==> src/tbf_pkg.sv <==
package tbf_pkg;

	localparam int MAX_N_BLOCKS    = 64;
	localparam int MAX_MASK_BLOCKS = 64;
	localparam int N_IDX_W = (MAX_N_BLOCKS > 1) ? $clog2(MAX_N_BLOCKS) : 1;
	localparam int M_IDX_W = (MAX_MASK_BLOCKS > 1) ? $clog2(MAX_MASK_BLOCKS) : 1;
	localparam int N_CNT_W = $clog2(MAX_N_BLOCKS + 1);
	localparam int M_CNT_W = $clog2(MAX_MASK_BLOCKS + 1);
	localparam int QUEUE_DEPTH = 4;
	localparam int Q_IDX_W     = $clog2(QUEUE_DEPTH);

	localparam logic [7:0] CHAR_N       = 8'h4E;
	localparam logic [7:0] CHAR_NL      = 8'h0A;
	localparam logic [7:0] LOWER_OFFSET = 8'd32;

	typedef enum logic [1:0] {
		OP_START = 2'd0,
		OP_LOAD_N = 2'd1,
		OP_LOAD_MASK = 2'd2,
		OP_BYTE = 2'd3
	} opcode_t;

	typedef enum logic [0:0] {
		REG_LINE_WIDTH = 1'b0,
		REG_SEQ_LENGTH = 1'b1
	} reg_index_t;

	// back end phase: check pointers, emit nucleotide, emit newline
	typedef enum logic [1:0] {
		PH_SKIP,
		PH_CHAR,
		PH_NL
	} phase_t;

	typedef struct packed {
		opcode_t     op;
		logic [31:0] start;
		logic [31:0] stop;
		logic        valid_block;
		logic [7:0]  packed_byte;
	} cmd_t;

	function automatic logic [7:0] base_letter(input logic [1:0] code);
		logic [7:0] r;
		case (code)
			2'd0: r = 8'h54;
			2'd1: r = 8'h43;
			2'd2: r = 8'h41;
			2'd3: r = 8'h47;
			default: r = 8'h54;
		endcase
		return r;
	endfunction

endpackage

==> src/tbf_front.sv <==
module tbf_front
	import tbf_pkg::*;
(
	input  logic        clk,
	input  logic        arst_n,
	input  logic        in_valid,
	output logic        in_ready,
	input  logic [1:0]  opcode,
	input  logic [31:0] block_start,
	input  logic [31:0] block_length,
	input  logic [7:0]  packed_byte,
	output logic        q_valid,
	input  logic        q_pop,
	output cmd_t        q_head
);
	cmd_t             mem_q [QUEUE_DEPTH];
	logic [Q_IDX_W:0] wr_q, rd_q;
	logic [32:0]      end_sum;
	cmd_t             cmd;
	logic             push;

	always_comb begin
		end_sum = {1'b0, block_start} + {1'b0, block_length} - 33'd1;
		cmd.op = opcode_t'(opcode);
		cmd.start = block_start;
		cmd.stop = end_sum[32] ? 32'hFFFF_FFFF : end_sum[31:0];
		cmd.valid_block = (block_length != 32'd0);
		cmd.packed_byte = packed_byte;
	end

	assign in_ready = (wr_q - rd_q) != (Q_IDX_W + 1)'(QUEUE_DEPTH);
	assign push = in_valid && in_ready;
	assign q_valid = wr_q != rd_q;
	assign q_head = mem_q[rd_q[Q_IDX_W-1:0]];

	always_ff @(posedge clk) begin
		if (push) mem_q[wr_q[Q_IDX_W-1:0]] <= cmd;
	end

	always_ff @(posedge clk or negedge arst_n) begin
		if (!arst_n) begin
			wr_q <= '0;
			rd_q <= '0;
		end else begin
			if (push) wr_q <= wr_q + 1'b1;
			if (q_pop) rd_q <= rd_q + 1'b1;
		end
	end
endmodule

==> config.mk <==
export PLATFORM = sky130hd
export DESIGN_NAME = tbf_front
export DESIGN_NICKNAME = d
export VERILOG_FILES = /design/src/tbf_pkg.sv /design/src/tbf_front.sv
export SDC_FILE = /design/constraint.sdc
export NUM_CORES = 1
export LEC_CHECK = 0
export ABC_CLOCK_PERIOD_IN_PS = 4290
export BUFFER_PORTS_ARGS = -buffer_cell sky130_fd_sc_hd__buf_2
export CORE_MARGIN = 4
export CORE_UTILIZATION = 30
export CTS_CLUSTER_SIZE = 25
export DETAILED_ROUTE_END_ITERATION = 10
export PLACE_DENSITY_LB_ADDON = 0.1
export SETUP_SLACK_MARGIN = 0.4
export SLEW_MARGIN = 20
export SYNTH_ARGS = -nofsm -noshare
export SYNTH_HDL_FRONTEND = slang
export SYNTH_SLANG_ARGS = --single-unit
==> constraint.sdc <==
create_clock -name clk -period 4.29 [get_ports clk]
set_input_delay 0.858 -clock clk [delete_from_list [all_inputs] [get_ports clk]]
set_output_delay 0.858 -clock clk [all_outputs]
set_load 0.1 [all_outputs]
# [Yosys cells after proc, flatten, opt, wreduce, memory -nomap -nowiden]
# Memory sizes are Yosys's and may differ from the RTL's.
# Index checks and enable logic that the tools add are counted.
[totals] ram_bits=300 ff_bits=6 n_memories=1
[classes] n_addsub=5 mux=3 n_eq_ne=2 reduce_logical=2
[memory_table] name="mem_q" words=4 width=75 read_ports=1 rd_clocked_by_memory_dff=0 write_ports=1 line="tbf_front.sv:16" rtl="cmd_t mem_q [QUEUE_DEPTH];"
[op_table] op="$add A32 B32 Y33" count=1
[op_table] op="$sub A33 B1 Y33 const B" count=1
[op_table] op="$mux W32" count=1
[op_table] op="$reduce_bool A32 Y1" count=1
[op_table] op="$add A3 B1 Y3 const B" count=2
[op_table] op="$ne A3 B3 Y1" count=1
[op_table] op="$ne A3 B3 Y1 const B" count=1
[op_table] op="$sub A3 B3 Y3" count=1
[op_table] op="$mux W1" count=2
[op_table] op="$logic_and A1 B1 Y1" count=1

# [Logic depth before layout (Yosys ltp)]
# Gate-level depths: netlist of run 1.
[depth] depth_word=5 depth_mapped=13

# [Worst setup path before layout of run 1]
# Ideal clock, no wire load.
[synth_timing] path_type="register to register" start="reg rd_q[1]" end="mem mem_q[3][0] (netlist bit) (enable)" setup_time_ps=443 n_path_buf=2 t_arrival_ps=4223 path_slack_ps=-376 path_stages_with_launch=9 cell_sequence="dfrtp_1 -> buf_1 -> clkbuf_1 -> inv_1 -> ha_1 -> nor2b_1 -> xnor2_1 -> nand3_1 -> and3_1"
[synth_between] elab_chain_cells=5
[synth_rtl] element="start: declaration" line="tbf_front.sv:17" rtl="logic [Q_IDX_W:0] wr_q, rd_q;"
[synth_rtl] element="start signal: assignment" line="tbf_front.sv:46" rtl="if (q_pop) rd_q <= rd_q + 1'b1;"
[synth_rtl] element="$sub A3 B3 Y3" line="tbf_front.sv:31" rtl="assign in_ready = (wr_q - rd_q) != (Q_IDX_W + 1)'(QUEUE_DEPTH);"
[synth_rtl] element="$ne A3 B3 Y1" line="tbf_front.sv:31"
[synth_rtl] element="net in_ready" line="tbf_front.sv:7" rtl="output logic in_ready,"
[synth_rtl] element="$logic_and A1 B1 Y1" line="tbf_front.sv:32" rtl="assign push = in_valid && in_ready;"
[synth_rtl] element="$mux W1" line="tbf_front.sv:37" rtl="if (push) mem_q[wr_q[Q_IDX_W-1:0]] <= cmd;"
[synth_rtl] element="$mux W1 (implied by the code)" line="tbf_front.sv:37"
[synth_rtl] element="end: declaration" line="tbf_front.sv:16"
# The timed path passes the listed nets, and every way through them passes these cells.

==> flow_metrics.tcl, run 1 <==
set metrics [dict create \
    finalHoldViolations 0 \
    clk_pin_slew_ns 0.05 \
    setup_viol 0 \
    n_antenna_cell 0 \
    layout_common_cells "edfxtp_1 (300), buf_2 (154), inv_1 (134), mux4_2 (75), ha_1 (70)" \
    h-tree-depth 2 \
    drv_slew 0 \
    drv_cap 0 \
    cts_root_buf "clkbuf_16" \
    io_pins 155 \
    ys_async_sr_fraction_pct 1.96 \
    grt_usage_pct 13.8 \
    required_ns 4.53 \
    synthToLayoutAreaGrowth_pct 20.2 \
    cts_hold_buf 0 \
    ys.flop_type "edfxtp_1" \
    place_congestion 0.789 \
    drive_gt1_share_pct 28.8 \
    cts_resized 0 \
    period_needed_ns 3.68 \
    tightest_slew_ns 0.703 \
    fp-row-count 78 \
    hold_ws_ns 0.133 \
    status "completed" \
    antenna_found_initial 1 \
    syn_area_sq_um 14000 \
    finalSetupTns_ns 0 \
    dp_hpwl_um 23700 \
    path_class "in2reg" \
    clk_path_buf_depth 3 \
    cpPeakStageDelay_ns 0.58 \
    worstSetupEndpointType "flip-flop" \
    nFillCells 4385 \
    postSynthAreaPerCell_sq_um 16.0 \
    drc 0 \
    drt_iter0_markers 352 \
    clock_skew_ns 0.0178 \
    clk_latency_ns 0.54 \
    die_h_um 224 \
    core-area_sq_um 45800 \
    viasPerCell 4.69 \
    cp-start-kind "primary input" \
    firstDrtPassIters 4 \
    grt_pass1_wl_um 52800 \
    rsz0062_at_grt "false" \
    initial_utilization_pct 30.7 \
    fin_crit_sh_pct 85.8 \
    syn-instance-count 879 \
    antenna_left 0 \
    numClockSinks 306 \
    wl_um 34300 \
    die_area_sq_um 50300 \
    hp-class "in2async" \
    critPathSlowestCell "o21ai_0" \
    finalInstanceArea_sq_um 16900 \
    final_common_cell "edfxtp_1" \
    cts_tree "done" \
    grt_pass1_vias 8553 \
    numCtsBuffers 37 \
    arrival_ns 3.92 \
    max_freq_mhz 272 \
    die_x_um 224 \
    wl_per_cell_um 20.2 \
    yosysWarnings 0 \
    numPortBuffers 154 \
    post-route-util_pct 36.9 \
    synth_cell_types 53 \
    via_count 7965 \
    synth_nets 1028 \
    nNetsFinal 1223 \
    seq_area_frac_synth_pct 65.3 \
    grt.overflow.total 0 \
    ys_seq_elements 306 \
    placed_area_sq_um 15800 \
    synth_edf_count 300 \
    path_cells "buf_2 -> inv_1 -> ha_1 -> inv_1 -> ha_1 -> and2_1 -> a221o_1 -> or3b_4 -> a31oi_4 -> a2111o_1 -> a21boi_2 -> buf_12 -> o21ai_0" \
    grt_max_degree 54 \
    crit_fanout 32 \
    cts_setup_buffers 0 \
    r2r_setup_slack_ns 1.49 \
    max_slew_margin_pct 52.7 \
]
-- critical path, delay by kind of cell --
kind                       cells  cell delay [ns]
adders and majority gates      2             0.61
and+or+nand+nor                2             0.62
AOI/OAI and AO/OA              5             1.41
buffers and inverters          4             0.41
-- Yosys cell counts (2+ instances only) --
cell type / n / area, sq um
a21oi_1: 31 / 155
edfxtp_1: 300 / 9010
nand2_1: 26 / 97.6
buf_2: 8 / 40.0
buf_1: 3 / 11.3
xnor2_1: 16 / 140
a211oi_1: 3 / 22.5
and2_1: 5 / 31.3
a221o_1: 2 / 20.0
nor2b_1: 4 / 25.0
nand2b_1: 2 / 12.5
and3_1: 8 / 50.1
a21boi_0: 5 / 37.5
nor3b_1: 2 / 15.0
xor2_1: 13 / 114
clkbuf_2: 3 / 15.0
mux4_2: 75 / 1690
a21o_1: 22 / 165
o211ai_1: 5 / 37.5
clkbuf_1: 13 / 48.8
nand3_1: 9 / 45.0
o21ai_0: 43 / 215
o22ai_1: 3 / 18.8
o21bai_1: 10 / 75.1
nand4_1: 6 / 37.5
a2bb2o_1: 2 / 20.0
nor3_1: 5 / 25.0
a31oi_1: 2 / 12.5
ha_1: 70 / 876
o21a_1: 3 / 22.5
nor2_1: 11 / 41.3
dfrtp_1: 6 / 150
nor4_1: 10 / 62.6
inv_1: 134 / 503
-- metrics by stage --
step                cells  worst slack [ns]
CTS                  1698             0.635
finish               1698             0.609
global placement     1635            0.0734
global route         1698             0.416
detailed placement   1635            0.0550
floorplan             879             0.401
-- registers in the layout (all words and copies together) (netlist names) --
register,count
wr_q,3
mem_q,300
rd_q,3
-- kinds of logic after synthesis --
logic type	after synthesis	synth area share [%]
adder cells (fa/ha/maj)	71	6.38
buffers and inverters	162	4.46
multiplexers	75	12.0
AND/OR/NAND/NOR	93	3.48
AO/OA/AOI/OAI	143	6.57
flip-flops	306	65.3
XOR/XNOR	29	1.81
-- per-layer routing --
layer  routed length, um  part of all wire [%]  global-route usage [%]  vias to the layer above
met1               16400                    48                    19.7                     4010
met2               15500                    45                    21.1                      158
met4                 797                   2.3                    3.77                        2
met5                  13                 0.038                       0                        -
li1                    -                     -                       -                     3749
met3                1600                   4.7                    3.43                       46
-- layout make-up --
class	instances	area, sq um	share of cell area [%]
well taps	600	751	4.45
multi-input cells	411	4270	25.3
inverters	134	503	2.98
clock inverters	17	116	0.690
clock buffers	46	960	5.69
flip-flops and latches	306	9170	54.3
repair buffers	184	1110	6.57
-- final timing paths --
| check | from | end | depth (start not counted) |
|---|---|---|---|
| worst min-delay path | arst_n | rd_q[1]$_DFFE_PN0P_ | 1 |
| min in group clk | wr_q[2]$_DFFE_PN0P_ | wr_q[2]$_DFFE_PN0P_ | 1 |
| worst max register to register | rd_q[1]$_DFFE_PN0P_ | mem_q[3][49]$_DFFE_PP_ | 7 |
| worst min register to register | wr_q[2]$_DFFE_PN0P_ | wr_q[2]$_DFFE_PN0P_ | 1 |
| worst max-delay path | block_start[5] | mem_q[0][33]$_DFFE_PP_ | 13 |
| max in group asynchronous | arst_n | rd_q[0]$_DFFE_PN0P_ | 1 |
Power of run 1 is left out: the tool's default activity adds up to more than one toggle a clock period on the data nets, which glitch-free logic cannot reach.
==> run 2, diff against run 1 <==
--- a/config.mk
+++ b/config.mk
@@ -11,7 +11,7 @@
 export CORE_UTILIZATION = 30
 export CTS_CLUSTER_SIZE = 25
 export DETAILED_ROUTE_END_ITERATION = 10
-export PLACE_DENSITY_LB_ADDON = 0.1
+export PLACE_DENSITY = 0.56
 export SETUP_SLACK_MARGIN = 0.4
 export SLEW_MARGIN = 20
 export SYNTH_ARGS = -nofsm -noshare
==> flow_metrics.tcl, run 2 (synthesized netlist as in run 1, its figures left out) <==
set metrics [dict create \
    finalSetupTns_ns 0 \
    clock_skew_ns 0.0146 \
    numPortBuffers 154 \
    path_class "in2reg" \
    drive_gt1_share_pct 28.7 \
    nNetsFinal 1215 \
    die_area_sq_um 50300 \
    place_congestion 0.793 \
    viasPerCell 4.68 \
    required_ns 4.53 \
    antenna_left 0 \
    hp-class "in2async" \
    clk_pin_slew_ns 0.06 \
    die_h_um 224 \
    crit_fanout 5 \
    firstDrtPassIters 4 \
    cts_root_buf "clkbuf_16" \
    worstSetupEndpointType "flip-flop" \
    drt_iter0_markers 513 \
    arrival_ns 3.83 \
    h-tree-depth 2 \
    numCtsBuffers 36 \
    cts_resized 0 \
    grt_pass1_vias 8395 \
    layout_common_cells "edfxtp_1 (300), buf_2 (154), inv_1 (134), mux4_2 (75), ha_1 (70)" \
    period_needed_ns 3.59 \
    status "completed" \
    die_x_um 224 \
    post-route-util_pct 36.9 \
    rsz0062_at_grt "false" \
    clk_latency_ns 0.54 \
    setup_viol 0 \
    numClockSinks 306 \
    grt_max_degree 72 \
    initial_utilization_pct 30.7 \
    clk_path_buf_depth 3 \
    fp-row-count 78 \
    grt_usage_pct 13.3 \
    cp-start-kind "primary input" \
    postLayoutSetupSlackWorst_ns 0.699 \
    synthToLayoutAreaGrowth_pct 20.5 \
    core-area_sq_um 45800 \
    max_freq_mhz 278 \
    largest_reg_flops 300 \
    finalHoldViolations 0 \
    cts_tree "done" \
    cts_setup_buffers 0 \
    post-place-ws_ns 0.168 \
    grt_pass1_wl_um 50800 \
    io_pins 155 \
    grt.overflow.total 0 \
    final_common_cell "edfxtp_1" \
    drv_slew 0 \
    antenna_found_initial 0 \
    max_slew_margin_pct 58.4 \
    n_antenna_cell 0 \
    tightest_slew_ns 0.625 \
    fin_crit_sh_pct 83.7 \
    wl_per_cell_um 19.9 \
    drc 0 \
    dp_hpwl_um 22700 \
    via_count 7916 \
    wl_um 33600 \
    cts_hold_buf 0 \
    drv_cap 0 \
]
-- run 2: cell types whose count changed in the layout (fill, tap and decap cells not counted) --
cell,previous run,this run
bufinv_16,1,5
inv_6,3,2
clkinv_1,8,6
clkinvlp_4,2,1
clkinv_8,0,1
clkbuf_8,0,1
buf_12,9,8
clkbuf_16,37,36
buf_4,21,15
clkinv_4,0,1
clkbuf_1,9,7
-- run 2: worst paths after layout --
| path | start | endpoint | slack, ns | cells past startpoint |
|---|---|---|---|---|
| worst max-delay path | block_start[1] | mem_q[1][34]$_DFFE_PP_ | 0.70 | 13 |
| worst min-delay path | arst_n | rd_q[1]$_DFFE_PN0P_ | 0.13 | 1 |
| worst max register to register | rd_q[0]$_DFFE_PN0P_ | mem_q[1][66]$_DFFE_PP_ | 1.64 | 6 |
| worst min register to register | wr_q[2]$_DFFE_PN0P_ | wr_q[2]$_DFFE_PN0P_ | 0.49 | 1 |
| max in group asynchronous | arst_n | rd_q[0]$_DFFE_PN0P_ | 3.99 | 1 |
| min in group clk | wr_q[2]$_DFFE_PN0P_ | wr_q[2]$_DFFE_PN0P_ | 0.49 | 1 |
-- run 2: stage by stage --
step           hold slack, ns  instance area (sq um)  cells
6_report                0.135                  16900   1691
5_1_grt                 0.121                  16900   1691
4_1_cts                 0.101                  16900   1691
3_5_place_dp            0.477                  15700   1628
3_3_place_gp            0.476                  15700   1628
2_1_floorplan           0.462                  14000    879
-- run 2: critical path: stages --
cell and delay [ns]:
buf_2 0.13, inv_1 0.06, ha_1 0.27, inv_1 0.04, ha_1 0.22, fa_1 0.43
a211oi_1 0.26, o21ai_0 0.21, a211oi_1 0.42, o21ai_0 0.29, a21boi_0 0.26, xor2_1 0.20
o21ai_0 0.19
-- run 2: per-layer routing --
layer / vias to the layer above / part of all wire (%) / global-route usage (%) / wire [um]
met5: - / 0 / 0 / 0
met4: 0 / 2.5 / 4.05 / 826
met3: 48 / 4.6 / 3.05 / 1530
met2: 167 / 46 / 20.9 / 15400
met1: 3974 / 47 / 18.6 / 15800
li1: 3727 / - / - / -
-- run 2: layout make-up --
type | instances | area, sq um
Fill cell | 4305 | 28900
Sequential cell | 306 | 9170
Multi-Input combinational cell | 411 | 4270
Timing Repair Buffer | 177 | 1040
Clock buffer | 44 | 941
Tap cell | 600 | 751
Inverter | 134 | 503
Clock inverter | 19 | 238
Power of run 2 is left out for the same reason.
==> run 3, diff against run 2 <==
--- a/config.mk
+++ b/config.mk
@@ -5,13 +5,14 @@
 export SDC_FILE = /design/constraint.sdc
 export NUM_CORES = 1
 export LEC_CHECK = 0
-export ABC_CLOCK_PERIOD_IN_PS = 4290
+export ABC_AREA = 1
+export ABC_CLOCK_PERIOD_IN_PS = 2900
 export BUFFER_PORTS_ARGS = -buffer_cell sky130_fd_sc_hd__buf_2
 export CORE_MARGIN = 4
 export CORE_UTILIZATION = 30
 export CTS_CLUSTER_SIZE = 25
 export DETAILED_ROUTE_END_ITERATION = 10
-export PLACE_DENSITY = 0.56
+export PLACE_DENSITY = 0.58
 export SETUP_SLACK_MARGIN = 0.4
 export SLEW_MARGIN = 20
 export SYNTH_ARGS = -nofsm -noshare
==> constraint.sdc (replaced) <==
create_clock -name clk -period 2.9 [get_ports clk]
set_input_delay 0.58 -clock clk [delete_from_list [all_inputs] [get_ports clk]]
set_output_delay 0.58 -clock clk [all_outputs]
set_load 0.1 [all_outputs]
==> flow_metrics.tcl, run 3 <==
set metrics [dict create \
    crit_fanout 48 \
    synth_area_leaders "edfxtp_1 (60%), inv_1 (6.5%), nand2_1 (6.1%)" \
    cpLargestDelayFamily "flip-flops" \
    synth_cell_types 32 \
    path_class "reg2out" \
    final_common_cell "edfxtp_1" \
    clk_pin_slew_ns 0.06 \
    worstSetupEndpointType "output port" \
    nNetsFinal 1851 \
    postLayoutSetupSlackWorst_ns 0.229 \
    numPortBuffers 154 \
    die_h_um 231 \
    drive_gt1_share_pct 26.9 \
    fp-row-count 81 \
    nFillCells 4595 \
    initial_utilization_pct 30.4 \
    synthMuxAreaShare_pct 0 \
    hp-class "in2reg" \
    synth_simple_gate_area_share_pct 14.4 \
    grt_pass1_wl_um 66300 \
    synthMostInstantiatedCell "edfxtp_1" \
    cp-start-kind "flip-flop" \
    largest_reg_flops 300 \
    die_area_sq_um 53500 \
    critPathSlowestCell "dfrtp_4" \
    period_needed_ns 2.67 \
    arrival_ns 2.09 \
    postSynthAreaPerCell_sq_um 10.1 \
    synthToLayoutAreaGrowth_pct 42.1 \
    core-area_sq_um 49200 \
    numClockSinks 306 \
    cts_tree "done" \
    viasPerCell 4.67 \
    cts_root_buf "clkbuf_16" \
    synth_edf_count 300 \
    cpPeakStageDelay_ns 0.55 \
    synth_top_cell_by_area "edfxtp_1" \
    clk_latency_ns 0.53 \
    synth_top_area_share_pct 60.3 \
    ys.flop_type "edfxtp_1" \
    synth_compound_area_share_pct 9.10 \
    antenna_left 0 \
    syn-instance-count 1481 \
    clk_path_buf_depth 3 \
    synth_fa_ha_area_share_pct 5.99 \
    synth_top_family_by_area "simple AND/OR/NAND/NOR gates" \
    synth-xor-area-share_pct 1.17 \
    io_pins 155 \
    max_freq_mhz 374 \
    post-place-ws_ns -0.0556 \
    grt_usage_pct 16.2 \
    dp_hpwl_um 27900 \
    status "completed" \
    wl_um 44700 \
    drt_iter0_markers 702 \
    numCtsBuffers 36 \
    fin_crit_sh_pct 92.1 \
    wl_per_cell_um 18.7 \
    synth_common_cells "edfxtp_1 (300), inv_1 (258), nand2_1 (243)" \
    path_cells "buf_16 -> o21ai_0 -> o22ai_4 -> buf_12" \
    drv_slew 0 \
    place_congestion 0.888 \
    firstDrtPassIters 5 \
    seq_area_frac_synth_pct 61.3 \
    finalHoldViolations 0 \
    clock_skew_ns 0.0115 \
    finalSetupTns_ns 0 \
    grt.overflow.total 0 \
    rsz0062_at_grt "true" \
    ys_async_sr_fraction_pct 1.96 \
    via_count 11186 \
    h-tree-depth 2 \
    drc 0 \
    layout_common_cells "edfxtp_1 (300), inv_1 (252), nand2_1 (234), nor2_1 (161), o21ai_0 (134)" \
    grt_max_degree 77 \
    required_ns 2.32 \
    synth_nets 1630 \
    ys_seq_elements 306 \
    syn_area_sq_um 15000 \
    drv_cap 0 \
    path_buf_inv 2 \
    max_slew_margin_pct 66.6 \
    tightest_slew_ns 0.497 \
    grt_pass1_vias 11015 \
    antenna_found_initial 0 \
    die_x_um 231 \
    yosysWarnings 0 \
    setup_viol 0 \
]
run 3: changes by cell type in the layout (fill, tap and decap cells not counted), sizes merged, moves of 21 or more:
cell / before / now
nand2: 26 / 265
nor2: 11 / 194
inv: 136 / 261
o21ai: 44 / 152
mux4: 75 / 0
o22ai: 3 / 75
buf: 177 / 228
nand3: 9 / 38
a21o: 22 / 1
run 3: path summary, 6_finish.rpt:
| kind | start | to | slack, ns | cells after the start |
|---|---|---|---|---|
| max | rd_q[0]$_DFFE_PN0P_ | q_head[18] | 0.23 | 4 |
| min | packed_byte[7] | mem_q[0][7]$_DFFE_PP_ | 0.27 | 1 |
| max reg2reg | rd_q[1]$_DFFE_PN0P_ | mem_q[0][59]$_DFFE_PP_ | 0.56 | 9 |
| min reg2reg | wr_q[2]$_DFFE_PN0P_ | wr_q[2]$_DFFE_PN0P_ | 0.49 | 1 |
| max in group asynchronous | arst_n | rd_q[0]$_DFFE_PN0P_ | 2.30 | 2 |
| min in group asynchronous | arst_n | rd_q[0]$_DFFE_PN0P_ | 0.44 | 2 |
run 3: area by class of cell:
type	count	area [sq um]	share of cell area (%)
Sequential cell	306	9160	43.1
Inverter	258	983	4.63
Tap cell	664	831	3.91
Clock buffer	48	987	4.65
Multi-Input combinational cell	865	6020	28.3
Clock inverter	18	224	1.05
Timing Repair Buffer	235	3040	14.3
Antenna cell	1	2.50	0.0118
run 3: per-stage QoR:
stage / cell area [sq um] / std cells / utilization, % / hold WS [ns]
3_5_place_dp: 19200 / 2308 / 39.1 / 0.415
4_1_cts: 20900 / 2385 / 42.4 / 0.229
3_3_place_gp: 19200 / 2308 / 39.1 / 0.415
2_1_floorplan: 16100 / 1481 / - / 0.284
6_report: 21200 / 2395 / 43.2 / 0.265
5_1_grt: 21200 / 2394 / 43.2 / 0.241
run 3: logic make-up (layout without fill, tap and decap cells):
logic type,count (synthesis),after routing
other cells,0,1
xor+xnor,20,20
simple gates,523,523
buf+inv,310,559
fa+ha+maj,71,71
flops,306,306
compound gates,251,251
run 3: per-layer routing:
layer  track usage [%]  vias up  wire length (um)
li1                  -     5418                 -
met1              21.4     5418             19400
met2              28.2      294             22300
met3              2.18       56              2030
met4              4.42        0               900
met5                 0        -                 0
run 3: repair_timing:
action | CTS | global route
setup buffers | 2 | 2
pin swaps | 4 | 9
endpoints found under the setup margin | 76 | 168
resized for setup | 53 | 49
hold endpoints to repair | 6 | 0
gates cloned | 8 | 7
hold buffers | 1 | 0
Power of run 3 is left out for the same reason.
